[config.mk]
export PLATFORM = sky130hd
export DESIGN_NAME = sha1_message_digest_top
export DESIGN_NICKNAME = d
export VERILOG_FILES = /design/src/sha1md_pkg.sv /design/src/sha1md_core.sv /design/src/sha1_message_digest_top.sv
export SDC_FILE = /design/constraint.sdc
export NUM_CORES = 2
export LEC_CHECK = 0
export BUFFER_PORTS_ARGS = -buffer_cell sky130_fd_sc_hd__buf_2
export CORE_MARGIN = 2
export CORE_UTILIZATION = 40
export DETAILED_ROUTE_END_ITERATION = 6
export PLACE_DENSITY = 0.56
export SLEW_MARGIN = 20
export SYNTH_ARGS = -nofsm -noshare
export SYNTH_HDL_FRONTEND = slang
export SYNTH_SLANG_ARGS = --single-unit
[constraint.sdc]
create_clock -name clk -period 23.6 [get_ports clk]
set_clock_uncertainty 0.05 [all_clocks]
set_input_delay 0 -clock clk [delete_from_list [all_inputs] [get_ports clk]]
set_output_delay 0 -clock clk [all_outputs]
set_load 0.01 [all_outputs]
[src/sha1md_pkg.sv]
// SHA-1 digest engine: shared types, constants and round helper functions.
// Used by sha1md_core and sha1_message_digest_top; depends on nothing.
package sha1md_pkg;

  typedef enum logic [1:0] {
    CORE_IDLE,
    CORE_ROUND,
    CORE_ADD
  } core_state_t;

  typedef enum logic [1:0] {
    ST_IDLE,
    ST_PAD,
    ST_COMP,
    ST_FINISH
  } top_state_t;

  typedef struct packed {
    logic start;
    logic init;
  } core_ctrl_t;

  localparam int unsigned NUM_ROUNDS = 80;
  localparam int unsigned BLOCK_BITS = 512;

  localparam logic [31:0] IV0 = 32'h67452301;
  localparam logic [31:0] IV1 = 32'hEFCDAB89;
  localparam logic [31:0] IV2 = 32'h98BADCFE;
  localparam logic [31:0] IV3 = 32'h10325476;
  localparam logic [31:0] IV4 = 32'hC3D2E1F0;

  localparam logic [31:0] K0 = 32'h5A827999;
  localparam logic [31:0] K1 = 32'h6ED9EBA1;
  localparam logic [31:0] K2 = 32'h8F1BBCDC;
  localparam logic [31:0] K3 = 32'hCA62C1D6;

  localparam logic [7:0] PAD_MARK = 8'h80;
  localparam logic [5:0] LEN_FILL = 6'd56;
  localparam logic [5:0] LAST_FILL = 6'd63;

  function automatic logic [31:0] round_f(input logic [6:0] rnd, input logic [31:0] b,
                                          input logic [31:0] c, input logic [31:0] d);
    logic [31:0] f;
    if (rnd < 7'd20) begin
      f = (b & c) | (~b & d);
    end else if (rnd < 7'd40) begin
      f = b ^ c ^ d;
    end else if (rnd < 7'd60) begin
      f = (b & c) | (b & d) | (c & d);
    end else begin
      f = b ^ c ^ d;
    end
    return f;
  endfunction

  function automatic logic [31:0] round_k(input logic [6:0] rnd);
    logic [31:0] k;
    if (rnd < 7'd20) begin
      k = K0;
    end else if (rnd < 7'd40) begin
      k = K1;
    end else if (rnd < 7'd60) begin
      k = K2;
    end else begin
      k = K3;
    end
    return k;
  endfunction

endpackage

[src/sha1md_core.sv]
// SHA-1 compression unit: one round per cycle over a rolling 16-word schedule.
// Holds the chaining value. Depends on sha1md_pkg.
module sha1md_core (
  input  logic                   clk,
  input  logic                   rst,
  input  sha1md_pkg::core_ctrl_t ctrl,
  input  logic [511:0]           block,
  output logic                   done,
  output logic [31:0]            cv0,
  output logic [31:0]            cv1,
  output logic [31:0]            cv2,
  output logic [31:0]            cv3,
  output logic [31:0]            cv4
);

  sha1md_pkg::core_state_t state, state_next;

  logic [31:0] w [16];
  logic [31:0] a, b, c, d, e;
  logic [31:0] cv [5];
  logic [6:0]  rnd;
  logic [31:0] tmp;
  logic [31:0] sched_x;
  logic [31:0] sched_new;

  always_comb begin
    state_next = state;
    unique case (state)
      sha1md_pkg::CORE_IDLE:  if (ctrl.start) state_next = sha1md_pkg::CORE_ROUND;
      sha1md_pkg::CORE_ROUND: begin
        if (rnd == 7'(sha1md_pkg::NUM_ROUNDS - 1)) state_next = sha1md_pkg::CORE_ADD;
      end
      sha1md_pkg::CORE_ADD:   state_next = sha1md_pkg::CORE_IDLE;
      default:                state_next = sha1md_pkg::CORE_IDLE;
    endcase
  end

  always_comb begin
    done = (state == sha1md_pkg::CORE_ADD);
  end

  assign sched_x   = w[13] ^ w[8] ^ w[2] ^ w[0];
  assign sched_new = {sched_x[30:0], sched_x[31]};
  assign tmp = {a[26:0], a[31:27]} + sha1md_pkg::round_f(rnd, b, c, d) + e
             + sha1md_pkg::round_k(rnd) + w[0];

  always_ff @(posedge clk) begin
    if (rst) begin
      state <= sha1md_pkg::CORE_IDLE;
      cv[0] <= sha1md_pkg::IV0;
      cv[1] <= sha1md_pkg::IV1;
      cv[2] <= sha1md_pkg::IV2;
      cv[3] <= sha1md_pkg::IV3;
      cv[4] <= sha1md_pkg::IV4;
    end else begin
      state <= state_next;
      if (ctrl.init) begin
        cv[0] <= sha1md_pkg::IV0;
        cv[1] <= sha1md_pkg::IV1;
        cv[2] <= sha1md_pkg::IV2;
        cv[3] <= sha1md_pkg::IV3;
        cv[4] <= sha1md_pkg::IV4;
      end else if (state == sha1md_pkg::CORE_ADD) begin
        cv[0] <= cv[0] + a;
        cv[1] <= cv[1] + b;
        cv[2] <= cv[2] + c;
        cv[3] <= cv[3] + d;
        cv[4] <= cv[4] + e;
      end
    end
  end

  // datapath, no reset needed
  always_ff @(posedge clk) begin
    if (state == sha1md_pkg::CORE_IDLE) begin
      rnd <= '0;
      a <= cv[0];
      b <= cv[1];
      c <= cv[2];
      d <= cv[3];
      e <= cv[4];
      for (int i = 0; i < 16; i++) begin
        w[i] <= block[511 - 32*i -: 32];
      end
    end else if (state == sha1md_pkg::CORE_ROUND) begin
      rnd <= rnd + 7'd1;
      a <= tmp;
      b <= a;
      c <= {b[1:0], b[31:2]};
      d <= c;
      e <= d;
      for (int i = 0; i < 15; i++) begin
        w[i] <= w[i + 1];
      end
      w[15] <= sched_new;
    end
  end

  assign cv0 = cv[0];
  assign cv1 = cv[1];
  assign cv2 = cv[2];
  assign cv3 = cv[3];
  assign cv4 = cv[4];

endmodule

[src/sha1_message_digest_top.sv]
// SHA-1 message digest: byte packing, padding sequencer and digest output register.
// Instantiates sha1md_core; depends on sha1md_pkg.
//
// Usage: the input channel (in_valid/in_ready) carries one transaction per step:
// data_byte with byte_valid, and end_of_message to close the message. A transaction
// with both flags low is accepted and has no effect. The output channel
// (out_valid/out_ready) carries the five digest words, one transaction per message.
// Flow: a byte that does not complete a block leaves in_ready high. The 64th byte of a
// block starts a compression: a load step, 80 rounds on the shared round unit and an
// add into the chaining value; in_ready stays low until the add is done.
// End of message shifts in the 0x80 mark and zero bytes one per cycle (up to 64),
// inserts the bit length, then compresses one or two blocks; with the output register
// free, out_valid rises once the last compression is done.
// Reset (rst, synchronous) restores the initial chaining value, clears the fill and
// length counts and drops out_valid. A digest waiting on a stalled receiver stays in
// its output register while the next message is taken in; a second digest waits in
// the core until the first is taken.
module sha1_message_digest_top (
  input  logic        clk,
  input  logic        rst,
  input  logic        in_valid,
  output logic        in_ready,
  input  logic [7:0]  data_byte,
  input  logic        byte_valid,
  input  logic        end_of_message,
  output logic        out_valid,
  input  logic        out_ready,
  output logic [31:0] digest_word0,
  output logic [31:0] digest_word1,
  output logic [31:0] digest_word2,
  output logic [31:0] digest_word3,
  output logic [31:0] digest_word4
);

  sha1md_pkg::top_state_t state, state_next;
  sha1md_pkg::core_ctrl_t core_ctrl;

  logic [511:0] block;
  logic [5:0]   fill;
  logic [63:0]  bit_len;
  logic         mark_done;
  logic         pend_eom;
  logic         final_pass;
  logic         start_q;
  logic         core_done;
  logic [31:0]  cv0, cv1, cv2, cv3, cv4;

  logic accept;
  logic pad_len;
  logic pad_wrap;
  logic out_load;

  assign accept   = in_valid && in_ready;
  assign pad_len  = mark_done && (fill == sha1md_pkg::LEN_FILL);
  assign pad_wrap = !pad_len && (fill == sha1md_pkg::LAST_FILL);

  always_comb begin
    state_next = state;
    unique case (state)
      sha1md_pkg::ST_IDLE: begin
        if (accept) begin
          if (byte_valid && fill == sha1md_pkg::LAST_FILL) begin
            state_next = sha1md_pkg::ST_COMP;
          end else if (end_of_message) begin
            state_next = sha1md_pkg::ST_PAD;
          end
        end
      end
      sha1md_pkg::ST_PAD: begin
        if (pad_len || pad_wrap) state_next = sha1md_pkg::ST_COMP;
      end
      sha1md_pkg::ST_COMP: begin
        if (core_done) begin
          if (final_pass) begin
            state_next = sha1md_pkg::ST_FINISH;
          end else if (pend_eom) begin
            state_next = sha1md_pkg::ST_PAD;
          end else begin
            state_next = sha1md_pkg::ST_IDLE;
          end
        end
      end
      sha1md_pkg::ST_FINISH: begin
        if (!out_valid || out_ready) state_next = sha1md_pkg::ST_IDLE;
      end
      default: state_next = sha1md_pkg::ST_IDLE;
    endcase
  end

  always_comb begin
    in_ready       = (state == sha1md_pkg::ST_IDLE);
    out_load       = (state == sha1md_pkg::ST_FINISH) && (!out_valid || out_ready);
    core_ctrl.start = start_q;
    core_ctrl.init  = out_load;
  end

  always_ff @(posedge clk) begin
    if (rst) begin
      state      <= sha1md_pkg::ST_IDLE;
      fill       <= '0;
      bit_len    <= '0;
      mark_done  <= 1'b0;
      pend_eom   <= 1'b0;
      final_pass <= 1'b0;
      start_q    <= 1'b0;
      out_valid  <= 1'b0;
    end else begin
      state   <= state_next;
      start_q <= (state_next == sha1md_pkg::ST_COMP) && (state != sha1md_pkg::ST_COMP);
      unique case (state)
        sha1md_pkg::ST_IDLE: begin
          if (accept) begin
            mark_done  <= 1'b0;
            final_pass <= 1'b0;
            pend_eom   <= end_of_message && byte_valid && (fill == sha1md_pkg::LAST_FILL);
            if (byte_valid) begin
              fill    <= fill + 6'd1;
              bit_len <= bit_len + 64'd8;
            end
          end
        end
        sha1md_pkg::ST_PAD: begin
          if (pad_len) begin
            fill       <= '0;
            final_pass <= 1'b1;
          end else begin
            fill      <= fill + 6'd1;
            mark_done <= 1'b1;
            // long tail: length goes into a second block
            if (pad_wrap) pend_eom <= 1'b1;
          end
        end
        sha1md_pkg::ST_COMP: begin
          if (core_done) pend_eom <= 1'b0;
        end
        sha1md_pkg::ST_FINISH: begin
          if (out_load) bit_len <= '0;
        end
        default: ;
      endcase
      if (out_load) begin
        out_valid <= 1'b1;
      end else if (out_ready) begin
        out_valid <= 1'b0;
      end
    end
  end

  // message block shift line and digest register, no reset needed
  always_ff @(posedge clk) begin
    if (state == sha1md_pkg::ST_IDLE && accept && byte_valid) begin
      block <= {block[503:0], data_byte};
    end else if (state == sha1md_pkg::ST_PAD) begin
      if (pad_len) begin
        block <= {block[447:0], bit_len};
      end else if (!mark_done) begin
        block <= {block[503:0], sha1md_pkg::PAD_MARK};
      end else begin
        block <= {block[503:0], 8'h00};
      end
    end
    if (out_load) begin
      digest_word0 <= cv0;
      digest_word1 <= cv1;
      digest_word2 <= cv2;
      digest_word3 <= cv3;
      digest_word4 <= cv4;
    end
  end

  sha1md_core u_core (
    .clk   (clk),
    .rst   (rst),
    .ctrl  (core_ctrl),
    .block (block),
    .done  (core_done),
    .cv0   (cv0),
    .cv1   (cv1),
    .cv2   (cv2),
    .cv3   (cv3),
    .cv4   (cv4)
  );

endmodule

==> results.txt <==
The max-cap violation count is 0, and the total CTS buffers is 175. For this run, the number of standard cells in the final layout without fillers is 9448. The worst-margin pin slew came out at 1.08 ns.

The design draws 12.0 mW. The die boundary width is 445 µm, and the via count of the first global-routing pass is 49.0k. Clock root buffer master: clkbuf_16. In the layout the commonest cells are nand2_1 (2066), edfxtp_1 (1504), mux2_2 (505), nor2_1 (280), ha_1 (228). The area growth from synthesis to layout is 12.1%.

STA puts the critical path data arrival time at 8.02 ns. The layout cell share with drive strength beyond 1 came out at 14.3%. The worst slack on hold paths was 0.0764 ns. The floorplan step defined a die boundary enclosing 0.198 mm². The total global-route track usage was 20.5%; the count of input and output buffers was 175. The most used flip-flop cell after synthesis is edfxtp_1.

Routability-driven placement finished with a final weighted congestion of 0.944. The clock latency on the worst-skew pair was 0.80 ns; the remaining global-route overflow was 0. For this run, the post-layout net count is 7152.

The worst setup path is captured at a flop. Tracing the worst setup path back leads to its startpoint at u_core.rnd[4]. The area of the core region was 0.193 mm²; the final worst setup slack was 16.16 ns.

Adding up every negative setup slack in the final design gives 0 ns. For this block, the initial DRC count from the detailed router was 3906. For the H-tree depth, the log shows 4.

The number of warnings printed during yosys synthesis was 0; the maximum vdd drop was 0.0000911 V. In this run, synthesis inferred 1504 flip-flops with an integrated enable. Summing all placed instances gives a cell area of 0.0812 mm². For the worst flop-to-flop path, the logic depth is 25. A synthesized cell averages 11.7 µm². The clock sink count is 1587.

The most common cell after layout, fill and taps aside was nand2_1. The first global-routing pass estimated 311000 µm of wire. Proportion of synthesized chip area in sequential cells: 60.3%.

The critical path in this run is classified as reg -> reg. In this run the core area contains 161 standard-cell rows. The number of pins with negative max-slew slack in the final report is 0. The initial core utilization was 40.3%. In this run the static leakage power is 32.5 nW. Once detailed placement completed, the half-perimeter wirelength came to 141000 µm. The average vias per placed instance works out to 5.24. Timing would allow up to 0.134 GHz.

For the number of gates resized after cts, the log shows 0. TritonCTS built the clock tree. After synthesis the netlist holds a flip-flop and latch count of 1587. When the netlist entered floorplanning its net count stood at 6980. The worst hold path belongs to the class in -> reg.

Counting distinct cell types in the post-synthesis netlist gives 83. The die span in y is 445 µm, and the total standard cell area after synthesis is 0.0777 mm². For this run, asynchronously set or reset flops after synthesis account for 0%. In this run the worst path has a maximum fanout of 35. Of the available clock period, the critical path in the final layout requires 31.5%. The initial antenna violation count is 1.

The run finished with clean final reports. The first-pass detailed-route iteration total was 6. The finished cells cover 0.0870 mm².

In the synthesized netlist, the number of instances is 6614. The pre-CTS setup slack is 16.21 ns. The worst setup path is launched from a flop. The startpoint identified for the worst hold timing path is rst.

The logs give 45.2% for the core utilization of the finished layout and 0 for the buffer count from post-CTS setup fixing. Dividing the detail-routed wire length by the instance count gives 21.7 µm. Entering global routing, the biggest net connects 184 pins. Including well taps, the total number of placed cells is 9105. Subtracting the final worst setup slack from the clock period gives 7.44 ns. During I/O placement, the number of pins put on the boundary was 176. The worst slew margin relative to its limit is 27.7%, and the final hold violation count is 0. The power density normalized to cell area is 138 mW/mm². Setup repair after global routing left no endpoint under its margin.

The run gives 0 as the final setup violation count. Along the worst hold path, the cell count comes to 3. Clock-pin slew was measured on the worst setup and hold paths at 0.06 ns.

STA puts the critical path data required time at 24.17 ns. Once detail routing completed, the nets flagged for antenna violations numbered 0. The final route contains 49.5k vias.

The DRC violations left is 0, and the post-cts hold buffer count is 29. Critical register-to-register path startpoint: u_core.rnd[4]. For flop-to-flop paths, the worst setup slack is 16.16 ns. After detailed routing, the total wire length is 205000 µm. The clock passes through at most 3 buffers.
## kinds of logic (layout without fill, tap and decap cells)
family                     count (synthesis)  count (layout)  synth area share, %
and+or+nand+nor                         2732            2732                 14.4
DFF                                     1587            1587                 60.3
AOI/OAI and AO/OA                        659             659                 5.36
muxes                                    519             519                 7.50
buffers and inverters                    470             777                 2.27
adders and majority gates                352             352                 6.87
xor gates and xnor gates                 295             295                 3.33
other                                      0               1                    0
## critical path, cell delays in order (launching register included)
cell and delay, ns:
dfxtp_1 0.37, a41oi_1 0.70, inv_2 0.27, nor2_1 0.28, inv_2 0.31, nand2_1 0.15
buf_4 0.38, nor2_1 0.08, a211oi_1 0.33, fa_1 0.49, inv_1 0.09, fa_1 0.45
fa_1 0.50, inv_1 0.04, ha_1 0.20, inv_1 0.09, fa_1 0.22, nor2b_1 0.07
o2111ai_1 0.26, nand3_1 0.20, a211oi_1 0.31, nor2_1 0.15, o41ai_1 0.66, o21ai_1 0.18
mux2i_1 0.15, nor4_1 0.24
## per-layer routing
layer  global-route usage (%)  up-vias  part of all wire, %
li1                         -    23500                    -
met1                     27.2    24500                   44
met2                     34.8     1143                   49
met3                     2.70      291                  4.1
met4                     6.44        0                  3.0
met5                        0        -                    0
## report_power, final
group	switching [mW]	total [mW]	leakage (nW)	internal [mW]
sequential	0.688	4.96	14.5	4.28
combinational	2.64	4.40	15.3	1.76
clock	1.16	2.68	2.66	1.52
total	4.48	12.0	32.5	7.56
## cells in the mapped netlist, types with 5 or more instances
| library cell | n | area (µm²) |
|---|---|---|
| a211oi_1 | 33 | 248 |
| a21boi_1 | 5 | 37.5 |
| a21o_1 | 70 | 526 |
| a21oi_1 | 178 | 891 |
| a221oi_1 | 6 | 52.6 |
| a31oi_1 | 21 | 131 |
| and2_1 | 21 | 131 |
| and3_1 | 20 | 125 |
| and4_1 | 9 | 78.8 |
| buf_1 | 9 | 33.8 |
| clkbuf_1 | 246 | 923 |
| dfxtp_1 | 83 | 1660 |
| edfxtp_1 | 1504 | 45200 |
| fa_1 | 124 | 2480 |
| ha_1 | 228 | 2850 |
| inv_1 | 211 | 792 |
| mux2_2 | 505 | 5690 |
| mux2i_1 | 13 | 130 |
| nand2_1 | 2068 | 7760 |
| nand2b_1 | 39 | 244 |
| nand3_1 | 70 | 350 |
| nand3b_1 | 5 | 37.5 |
| nand4_1 | 31 | 194 |
| nor2_1 | 282 | 1060 |
| nor2b_1 | 61 | 382 |
| nor3_1 | 48 | 240 |
| nor3b_1 | 8 | 60.1 |
| nor4_1 | 9 | 56.3 |
| o2111ai_1 | 6 | 52.6 |
| o211ai_1 | 11 | 82.6 |
| o21a_1 | 33 | 248 |
| o21ai_0 | 143 | 716 |
| o21ai_1 | 37 | 185 |
| o21bai_1 | 21 | 158 |
| o221ai_1 | 6 | 52.6 |
| o31a_1 | 7 | 61.3 |
| o31ai_1 | 11 | 82.6 |
| o32a_1 | 7 | 70.1 |
| o32ai_1 | 20 | 175 |
| or2_2 | 6 | 37.5 |
| or3_1 | 28 | 175 |
| or4_1 | 9 | 67.6 |
| xnor2_1 | 180 | 1580 |
| xor2_1 | 115 | 1010 |
## final timing paths
check / endpoint
min: bit_len[3]
min reg2reg: u_core.w[0][134]
max reg2reg: u_core.a[31]
max: u_core.a[31]
## layout make-up
type                            instances  area (µm²)
Timing Repair Buffer                  251        1600
Inverter                              214         823
Antenna cell                            1        2.50
Clock inverter                         81         732
Tap cell                             2526        3160
Sequential cell                      1587       46800
Multi-Input combinational cell       4557       29100
Clock buffer                          231        4770
Fill cell                           17800      106000
## state kept, by name (all words and copies together) (netlist names), 61 cells and up
register   flops
bit_len       61
block        512
u_core.cv    160
u_core.w     512
(Power assumes the default switching activity.)
